==> src/hw/rtl/ldtq_pkg.sv <==
// Types and constants shared by the timer queue modules.
package ldtq_pkg;

    localparam int OP_W        = 2;
    localparam int HANDLE_W    = 4;
    localparam int TIMEOUT_W   = 24;
    localparam int TIME_W      = 32;
    localparam int KIND_W      = 3;
    localparam int MAX_RESULTS = 16;
    localparam int RES_IDX_W   = $clog2(MAX_RESULTS);
    localparam int RES_CNT_W   = $clog2(MAX_RESULTS + 1);

    typedef enum logic [OP_W-1:0] {
        OP_ADD    = 2'd0,
        OP_CANCEL = 2'd1,
        OP_EXPIRE = 2'd2,
        OP_QUERY  = 2'd3
    } op_t;

    typedef enum logic [KIND_W-1:0] {
        KIND_ADDED     = 3'd0,
        KIND_CANCELLED = 3'd1,
        KIND_EXPIRED   = 3'd2,
        KIND_DELAY     = 3'd3,
        KIND_NONE      = 3'd4,
        KIND_FULL      = 3'd5
    } kind_t;

    typedef struct packed {
        logic [OP_W-1:0]      operation;
        logic [HANDLE_W-1:0]  handle;
        logic [TIMEOUT_W-1:0] timeout_ms;
        logic [TIME_W-1:0]    now_ms;
    } request_t;

    typedef struct packed {
        logic [KIND_W-1:0]   kind;
        logic [HANDLE_W-1:0] expired_handle;
        logic [TIME_W-1:0]   delay_ms;
        logic                queue_empty;
        logic                last;
    } result_t;

    // Contents of one queue slot.
    typedef struct packed {
        logic                occupied;
        logic                cancelled;
        logic                newest;
        logic [HANDLE_W-1:0] owner;
        logic [TIME_W-1:0]   deadline;
    } slot_t;

    // Command broadcast to every cell of the chain.
    typedef struct packed {
        logic                ins;
        logic                cancel;
        logic                pop;
        logic [HANDLE_W-1:0] owner;
        logic [TIME_W-1:0]   deadline;
    } cell_cmd_t;

endpackage

==> src/hw/rtl/ldtq_cell.sv <==
// One slot of the sorted deadline chain.
module ldtq_cell
    import ldtq_pkg::*;
(
    input  logic      clk,
    input  logic      rst_n,
    input  cell_cmd_t cmd,
    input  slot_t     prev_slot,
    input  logic      prev_keep,
    input  slot_t     next_slot,
    output slot_t     slot,
    output logic      keep
);

    logic                occupied_reg,  occupied_next;
    logic                cancelled_reg, cancelled_next;
    logic                newest_reg,    newest_next;
    logic [HANDLE_W-1:0] owner_reg,     owner_next;
    logic [TIME_W-1:0]   deadline_reg,  deadline_next;
    slot_t               nxt;

    assign slot = '{occupied:  occupied_reg,
                    cancelled: cancelled_reg,
                    newest:    newest_reg,
                    owner:     owner_reg,
                    deadline:  deadline_reg};

    // An occupied slot stays in place on an insert when its deadline is not later than the new one.
    assign keep = occupied_reg && (deadline_reg <= cmd.deadline);

    // Next slot contents for insert, cancel and pop.
    always_comb
    begin
        nxt = slot;
        if (cmd.ins)
        begin
            if (keep)
            begin
                nxt.newest = newest_reg && (owner_reg != cmd.owner);
            end
            else if (prev_keep)
            begin
                nxt = '{occupied: 1'b1, cancelled: 1'b0, newest: 1'b1,
                        owner: cmd.owner, deadline: cmd.deadline};
            end
            else
            begin
                nxt = prev_slot;
                nxt.newest = prev_slot.newest && (prev_slot.owner != cmd.owner);
            end
        end
        else if (cmd.cancel)
        begin
            if (occupied_reg && newest_reg && (owner_reg == cmd.owner))
            begin
                nxt.cancelled = 1'b1;
            end
        end
        else if (cmd.pop)
        begin
            nxt = next_slot;
        end
        occupied_next  = nxt.occupied;
        cancelled_next = nxt.cancelled;
        newest_next    = nxt.newest;
        owner_next     = nxt.owner;
        deadline_next  = nxt.deadline;
    end

    // Control bits are cleared by reset.
    always_ff @(posedge clk or negedge rst_n)
    begin
        if (!rst_n)
        begin
            occupied_reg  <= 1'b0;
            cancelled_reg <= 1'b0;
            newest_reg    <= 1'b0;
        end
        else
        begin
            occupied_reg  <= occupied_next;
            cancelled_reg <= cancelled_next;
            newest_reg    <= newest_next;
        end
    end

    // Payload carries no reset.
    always_ff @(posedge clk)
    begin
        owner_reg    <= owner_next;
        deadline_reg <= deadline_next;
    end

endmodule

==> src/hw/rtl/lazy_delete_timer_queue_core.sv <==
// Top level of the timer deadline queue: cell chain and request sequencer.
//
// The request channel (request_valid, request_stall, request) takes one operation:
// add, cancel, expire or query. A request is taken when request_valid is high and
// request_stall is low. The result channel (result_valid, result_stall, result)
// returns one or more results per request; the final one has last set.
// Deadlines live in a chain of QUEUE_DEPTH cells kept sorted, earliest in cell 0.
// An add or a cancel moves to an execute state in which, once the result register is
// free, the chain inserts or marks and the result is registered.
// A query first drops cancelled entries from the head, one per cycle. An expire
// drops cancelled entries and pops due timers (at most 16), one chain shift per drop
// or pop, then gives one result per cycle from the popped-handle buffer while the
// result register is free; with nothing due it returns a single result.
// The result register lets the next request be accepted while a result waits.
// While a result waits with result_stall high the sequencer holds before writing a new result.
// Reset empties the queue at once; no clearing pass is needed.
module lazy_delete_timer_queue_core
    import ldtq_pkg::*;
#(
    parameter int QUEUE_DEPTH  = 16,
    parameter int HANDLE_COUNT = 16
)
(
    input  logic     clk,
    input  logic     rst_n,
    input  logic     request_valid,
    output logic     request_stall,
    input  request_t request,
    output logic     result_valid,
    input  logic     result_stall,
    output result_t  result
);

    typedef enum logic [3:0] {
        ST_IDLE = 4'b0001,
        ST_EXEC = 4'b0010,
        ST_SCAN = 4'b0100,
        ST_EMIT = 4'b1000
    } state_t;

    state_t                state_reg, state_next;
    op_t                   op_reg;
    logic [HANDLE_W-1:0]   handle_reg;
    logic [TIME_W-1:0]     deadline_reg;
    logic [TIME_W-1:0]     now_reg;
    logic [RES_CNT_W-1:0]  cnt_reg, cnt_next;
    logic [RES_IDX_W-1:0]  rd_reg, rd_next;
    logic [HANDLE_W-1:0]   hbuf_reg [MAX_RESULTS];
    logic                  out_valid_reg, out_valid_next;
    result_t               out_reg, out_next;

    logic [HANDLE_W-1:0]   hmod_lut [2**HANDLE_W];
    slot_t                 slot_q [QUEUE_DEPTH];
    logic                  keep_q [QUEUE_DEPTH];
    cell_cmd_t             cmd;
    slot_t                 head;
    logic                  accept;
    logic                  out_free;
    logic                  full;
    logic                  due;
    logic                  room;
    logic                  push;
    logic                  emit;
    logic                  emit_last;
    result_t               res;
    logic [TIME_W:0]       sum;
    logic [TIME_W-1:0]     new_deadline;

    // Handle reduction modulo HANDLE_COUNT as a constant table.
    for (genvar g = 0; g < 2**HANDLE_W; g++)
    begin : g_hmod
        assign hmod_lut[g] = HANDLE_W'(g % HANDLE_COUNT);
    end

    // Chain of cells, each seeing its two neighbors.
    for (genvar g = 0; g < QUEUE_DEPTH; g++)
    begin : g_cell
        slot_t prev_slot;
        slot_t next_slot;
        logic  prev_keep;

        if (g == 0)
        begin : g_first
            assign prev_slot = '0;
            assign prev_keep = 1'b1;
        end
        else
        begin : g_inner
            assign prev_slot = slot_q[g-1];
            assign prev_keep = keep_q[g-1];
        end

        if (g == QUEUE_DEPTH - 1)
        begin : g_end
            assign next_slot = '0;
        end
        else
        begin : g_mid
            assign next_slot = slot_q[g+1];
        end

        ldtq_cell u_cell (
            .clk       (clk),
            .rst_n     (rst_n),
            .cmd       (cmd),
            .prev_slot (prev_slot),
            .prev_keep (prev_keep),
            .next_slot (next_slot),
            .slot      (slot_q[g]),
            .keep      (keep_q[g])
        );
    end

    assign head          = slot_q[0];
    assign full          = slot_q[QUEUE_DEPTH-1].occupied;
    assign request_stall = (state_reg != ST_IDLE);
    assign accept        = request_valid && !request_stall;
    assign out_free      = !out_valid_reg || !result_stall;
    assign result_valid  = out_valid_reg;
    assign result        = out_reg;

    // Saturating deadline of an add.
    assign sum          = {1'b0, request.now_ms} + (TIME_W+1)'(request.timeout_ms);
    assign new_deadline = sum[TIME_W] ? {TIME_W{1'b1}} : sum[TIME_W-1:0];

    assign due  = head.occupied && (head.deadline <= now_reg);
    assign room = (cnt_reg < RES_CNT_W'(MAX_RESULTS));
    assign emit_last = ((RES_CNT_W'(rd_reg) + RES_CNT_W'(1)) == cnt_reg);

    // Sequencer: drives the chain command and fills the result register.
    always_comb
    begin
        state_next     = state_reg;
        cnt_next       = cnt_reg;
        rd_next        = rd_reg;
        cmd            = '0;
        cmd.owner      = handle_reg;
        cmd.deadline   = deadline_reg;
        push           = 1'b0;
        emit           = 1'b0;
        res            = '0;
        res.last       = 1'b1;
        res.queue_empty = !head.occupied;
        out_next       = out_reg;
        out_valid_next = out_valid_reg && result_stall;

        case (state_reg)
            ST_IDLE:
            begin
                if (accept)
                begin
                    cnt_next = '0;
                    rd_next  = '0;
                    if (op_t'(request.operation) inside {OP_ADD, OP_CANCEL})
                    begin
                        state_next = ST_EXEC;
                    end
                    else
                    begin
                        state_next = ST_SCAN;
                    end
                end
            end
            ST_EXEC:
            begin
                if (out_free)
                begin
                    emit       = 1'b1;
                    state_next = ST_IDLE;
                    if (op_reg == OP_ADD)
                    begin
                        // Full or not, the queue holds entries after an add.
                        res.queue_empty = 1'b0;
                        if (full)
                        begin
                            res.kind = KIND_FULL;
                        end
                        else
                        begin
                            cmd.ins  = 1'b1;
                            res.kind = KIND_ADDED;
                        end
                    end
                    else
                    begin
                        cmd.cancel = 1'b1;
                        res.kind   = KIND_CANCELLED;
                    end
                end
            end
            ST_SCAN:
            begin
                if (head.occupied && head.cancelled)
                begin
                    cmd.pop = 1'b1;
                end
                else if ((op_reg == OP_EXPIRE) && due && room)
                begin
                    cmd.pop  = 1'b1;
                    push     = 1'b1;
                    cnt_next = cnt_reg + RES_CNT_W'(1);
                end
                else if ((op_reg == OP_EXPIRE) && (cnt_reg != '0))
                begin
                    state_next = ST_EMIT;
                end
                else if (out_free)
                begin
                    emit       = 1'b1;
                    state_next = ST_IDLE;
                    if ((op_reg == OP_QUERY) && head.occupied)
                    begin
                        res.kind     = KIND_DELAY;
                        res.delay_ms = (head.deadline > now_reg) ?
                                       (head.deadline - now_reg) : '0;
                    end
                    else
                    begin
                        res.kind = KIND_NONE;
                    end
                end
            end
            ST_EMIT:
            begin
                if (out_free)
                begin
                    emit               = 1'b1;
                    res.kind           = KIND_EXPIRED;
                    res.expired_handle = hbuf_reg[rd_reg];
                    res.last           = emit_last;
                    rd_next            = rd_reg + RES_IDX_W'(1);
                    if (emit_last)
                    begin
                        state_next = ST_IDLE;
                    end
                end
            end
            default:
            begin
                state_next = ST_IDLE;
            end
        endcase

        if (emit)
        begin
            out_next       = res;
            out_valid_next = 1'b1;
        end
    end

    // Control registers.
    always_ff @(posedge clk or negedge rst_n)
    begin
        if (!rst_n)
        begin
            state_reg     <= ST_IDLE;
            cnt_reg       <= '0;
            rd_reg        <= '0;
            out_valid_reg <= 1'b0;
        end
        else
        begin
            state_reg     <= state_next;
            cnt_reg       <= cnt_next;
            rd_reg        <= rd_next;
            out_valid_reg <= out_valid_next;
        end
    end

    // Request fields, popped handles and the result payload.
    always_ff @(posedge clk)
    begin
        if (accept)
        begin
            op_reg       <= op_t'(request.operation);
            handle_reg   <= hmod_lut[request.handle];
            deadline_reg <= new_deadline;
            now_reg      <= request.now_ms;
        end
        if (push)
        begin
            hbuf_reg[cnt_reg[RES_IDX_W-1:0]] <= head.owner;
        end
        out_reg <= out_next;
    end

endmodule

==> config.mk <==
export PLATFORM = sky130hd
export DESIGN_NAME = lazy_delete_timer_queue_core
export DESIGN_NICKNAME = d
export VERILOG_FILES = /design/src/hw/rtl/ldtq_pkg.sv /design/src/hw/rtl/ldtq_cell.sv /design/src/hw/rtl/lazy_delete_timer_queue_core.sv
export SDC_FILE = /design/constraint.sdc
export NUM_CORES = 2
export LEC_CHECK = 0
export BUFFER_PORTS_ARGS = -buffer_cell sky130_fd_sc_hd__buf_4
export CAP_MARGIN = 40
export CORE_MARGIN = 3
export CORE_UTILIZATION = 50
export CTS_BUF_LIST = sky130_fd_sc_hd__clkbuf_4
export CTS_CLUSTER_DIAMETER = 30
export CTS_CLUSTER_SIZE = 20
export DETAILED_ROUTE_END_ITERATION = 10
export PLACE_DENSITY = 0.67
export SLEW_MARGIN = 20
export SYNTH_ARGS = -nofsm -noshare
export SYNTH_HDL_FRONTEND = slang
export SYNTH_HIERARCHICAL = 1
export SYNTH_SLANG_ARGS = --single-unit
==> constraint.sdc <==
create_clock -name clk -period 4.05 [get_ports clk]
set_input_delay 0.405 -clock clk [delete_from_list [all_inputs] [get_ports clk]]
set_output_delay 0.405 -clock clk [all_outputs]
set_load 0.1 [all_outputs]
==> flow_summary.toml <==
[outcome]
status = "finished clean"

[timing]
setup_viol = 0
timing.final.crit_period_ns = 3.82
worst_pin_slew_ns = 0.861
finalWorstSetupSlack_ns = 0.226
fin_tns_setup_ns = 0
rsz0062_at_grt = "no"
finalHoldViolCount = 0
slew_viol_final = 0
fin_crit_sh_pct = 94.4
fmax_mhz = 262
slew_headroom_pct = 42.0
fin_hold_ws_ns = 0.140
fin_skew_ns = 0.0971

[worst_hold_path]
hold_path.startpoint = "request[29]"
hold_class = "in -> reg"
hold_depth = 2

[pwr]
powerDensity_nw_per_um2 = 498
p_clk_share_pct = 27.7
intPower_mw = 20.4
seqPwrFrac_pct = 33.1
p_leak_nw = 28.2
p_switching_mw = 12.8
switching_share_pct = 38.6
power_frac_comb_pct = 39.1
irDropWorstVdd_v = 0.000333
p_total_mw = 33.2

[cells_and_area]
largest_reg_flops = 512
syn2layout_area_growth_pct = 14.3
fin_area_um2 = 66700
nNetsFinal = 6952
drive_above_1_share_pct = 12.5

[clock_network]
clk_pin_slew_ns = 0.09
cts_setup_buffers = 0
holdBufCountCts = 108
cts_tree = "done"
htree_levels = 4
insertion_delay_ns = 1.15
post_cts_resized = 0
root_buffer = "clkbuf_4"
clockBufferDepth = 3
cts_sinks = 813
cts_inserted_buffers = 202

[grt]
track_usage_pct = 25.2
antenna_found_initial = 10
gr-usage-met2_pct = 40.8
met1_usage_pct = 35.2
grt_pass1_wl_um = 247000
overflow = 0
grt_max_degree = 109
grt_pass1_vias = 45405
met3_usage_pct = 4.48
top_usage_layer = "met2"

[worst_setup_path]
cp-end-kind = "register"
crit_start = "deadline_reg[30]"
startpoint_type = "register"
path_max_fanout = 40
ff2ff_path_depth = 12
critPathKind = "reg -> reg"
r2r-start = "deadline_reg[30]"
arrival_ns = 4.62
crit_required_ns = 4.85

[placement]
dp_hpwl_um = 114000
place_congestion = 0.894
preCtsSetupSlack_ns = 0.358
io_buffers = 108
place_area_um2 = 62100

[route]
vias_per_cell = 5.82
antenna_left = 0
drt-pass1-iter-count = 5
drt_wl_total_um = 155000
first_iter_violations = 3702
drc_errors = 0
vias = 46607
wl_per_cell_um = 19.4

[floorplanning]
dieArea_um2 = 121000
start_util_pct = 50.7
io_pins = 109
core_um2 = 115000
placementRows = 124
die_y_um = 348
dieWidth_um = 348

[yosys]
syn_area_um2 = 58300
syn_avg_cell_area_um2 = 9.80
synthCells = 5953
yosys_warnings = 6

[flow_run]
maxCapViolations = 0
==> metrics by stage <==
stage	utilization [%]	std cells
floorplan	-	6035
global route	58.0	8004
finish	58.0	8005
global placement	54.0	7509
CTS	58.0	7996
detailed placement	54.0	7510
==> worst paths after layout <==
path / end / slack [ns]
setup / recovery: g_cell[4].u_cell/deadline_reg[9] / 0.23
setup reg to reg: g_cell[4].u_cell/deadline_reg[9] / 0.23
hold reg to reg: g_cell[8].u_cell/deadline_reg[20] / 0.60
min in group asynchronous: rd_reg[3] / 0.32
max in group asynchronous: g_cell[7].u_cell/cancelled_reg / 2.91
hold / removal: now_reg[29] / 0.14
==> critical path, cell delays in order (launching register included) <==
cell      delay (ns)
edfxtp_1        0.39
buf_12          0.19
inv_1           0.06
ha_1            0.33
nand4_2         0.18
nor4_2          0.56
nand3_1         0.22
a21oi_2         0.55
nand2_1         0.22
inv_2           0.11
buf_12          0.24
mux2i_1         0.26
a21oi_1         0.10
==> final cells by class <==
type | count | area, um^2
clock inverters | 157 | 1800
repair buffers | 366 | 4010
inverters | 628 | 2360
diodes | 8 | 20.0
clock buffers | 221 | 1660
multi-input cells | 4300 | 30800
fillers | 9848 | 48300
well taps | 1512 | 1890
flip-flops and latches | 813 | 24100
==> layer usage <==
layer	share of wire, %	wire length, um
met2	47	72300
met3	6.0	9320
met5	0.041	63
met4	1.6	2410
met1	46	70900
==> power by group through the flow <==
stage / sequential (mW) / clock, mW / combinational [mW]
2_1_floorplan: 12.1 / 0 / 8.41
3_3_place_gp: 11.2 / 0 / 12.3
3_5_place_dp: 11.2 / 0 / 12.7
4_1_cts: 11.0 / 9.46 / 12.9
5_1_grt: 11.1 / 9.85 / 14.3
6_report: 11.0 / 9.22 / 13.0
==> placed cells by master (no fill, tap or decap), types with 20 or more instances in the layout <==
cell	n
a211oi_1	23
nand4_2	30
nor3_1	44
dlygate4sd3_1	108
and3_1	24
nand3b_1	33
nand4_1	138
inv_1	612
nand2b_1	31
a221oi_1	36
o211ai_1	53
buf_12	77
a21oi_1	848
nand2_1	221
clkbuf_4	221
clkinvlp_4	25
mux2i_1	577
nor4_1	23
a31oi_1	43
nor2b_1	27
o21ai_0	128
a21o_1	59
clkinv_2	36
ha_1	573
xor2_1	83
buf_4	179
a21oi_2	47
mux4_2	20
edfxtp_1	751
conb_1	84
clkinv_1	36
dfrtp_1	61
xnor2_1	86
nor2_1	725
bufinv_16	37
nand3_1	88
Note: power is estimated with default switching activity, not from simulation.
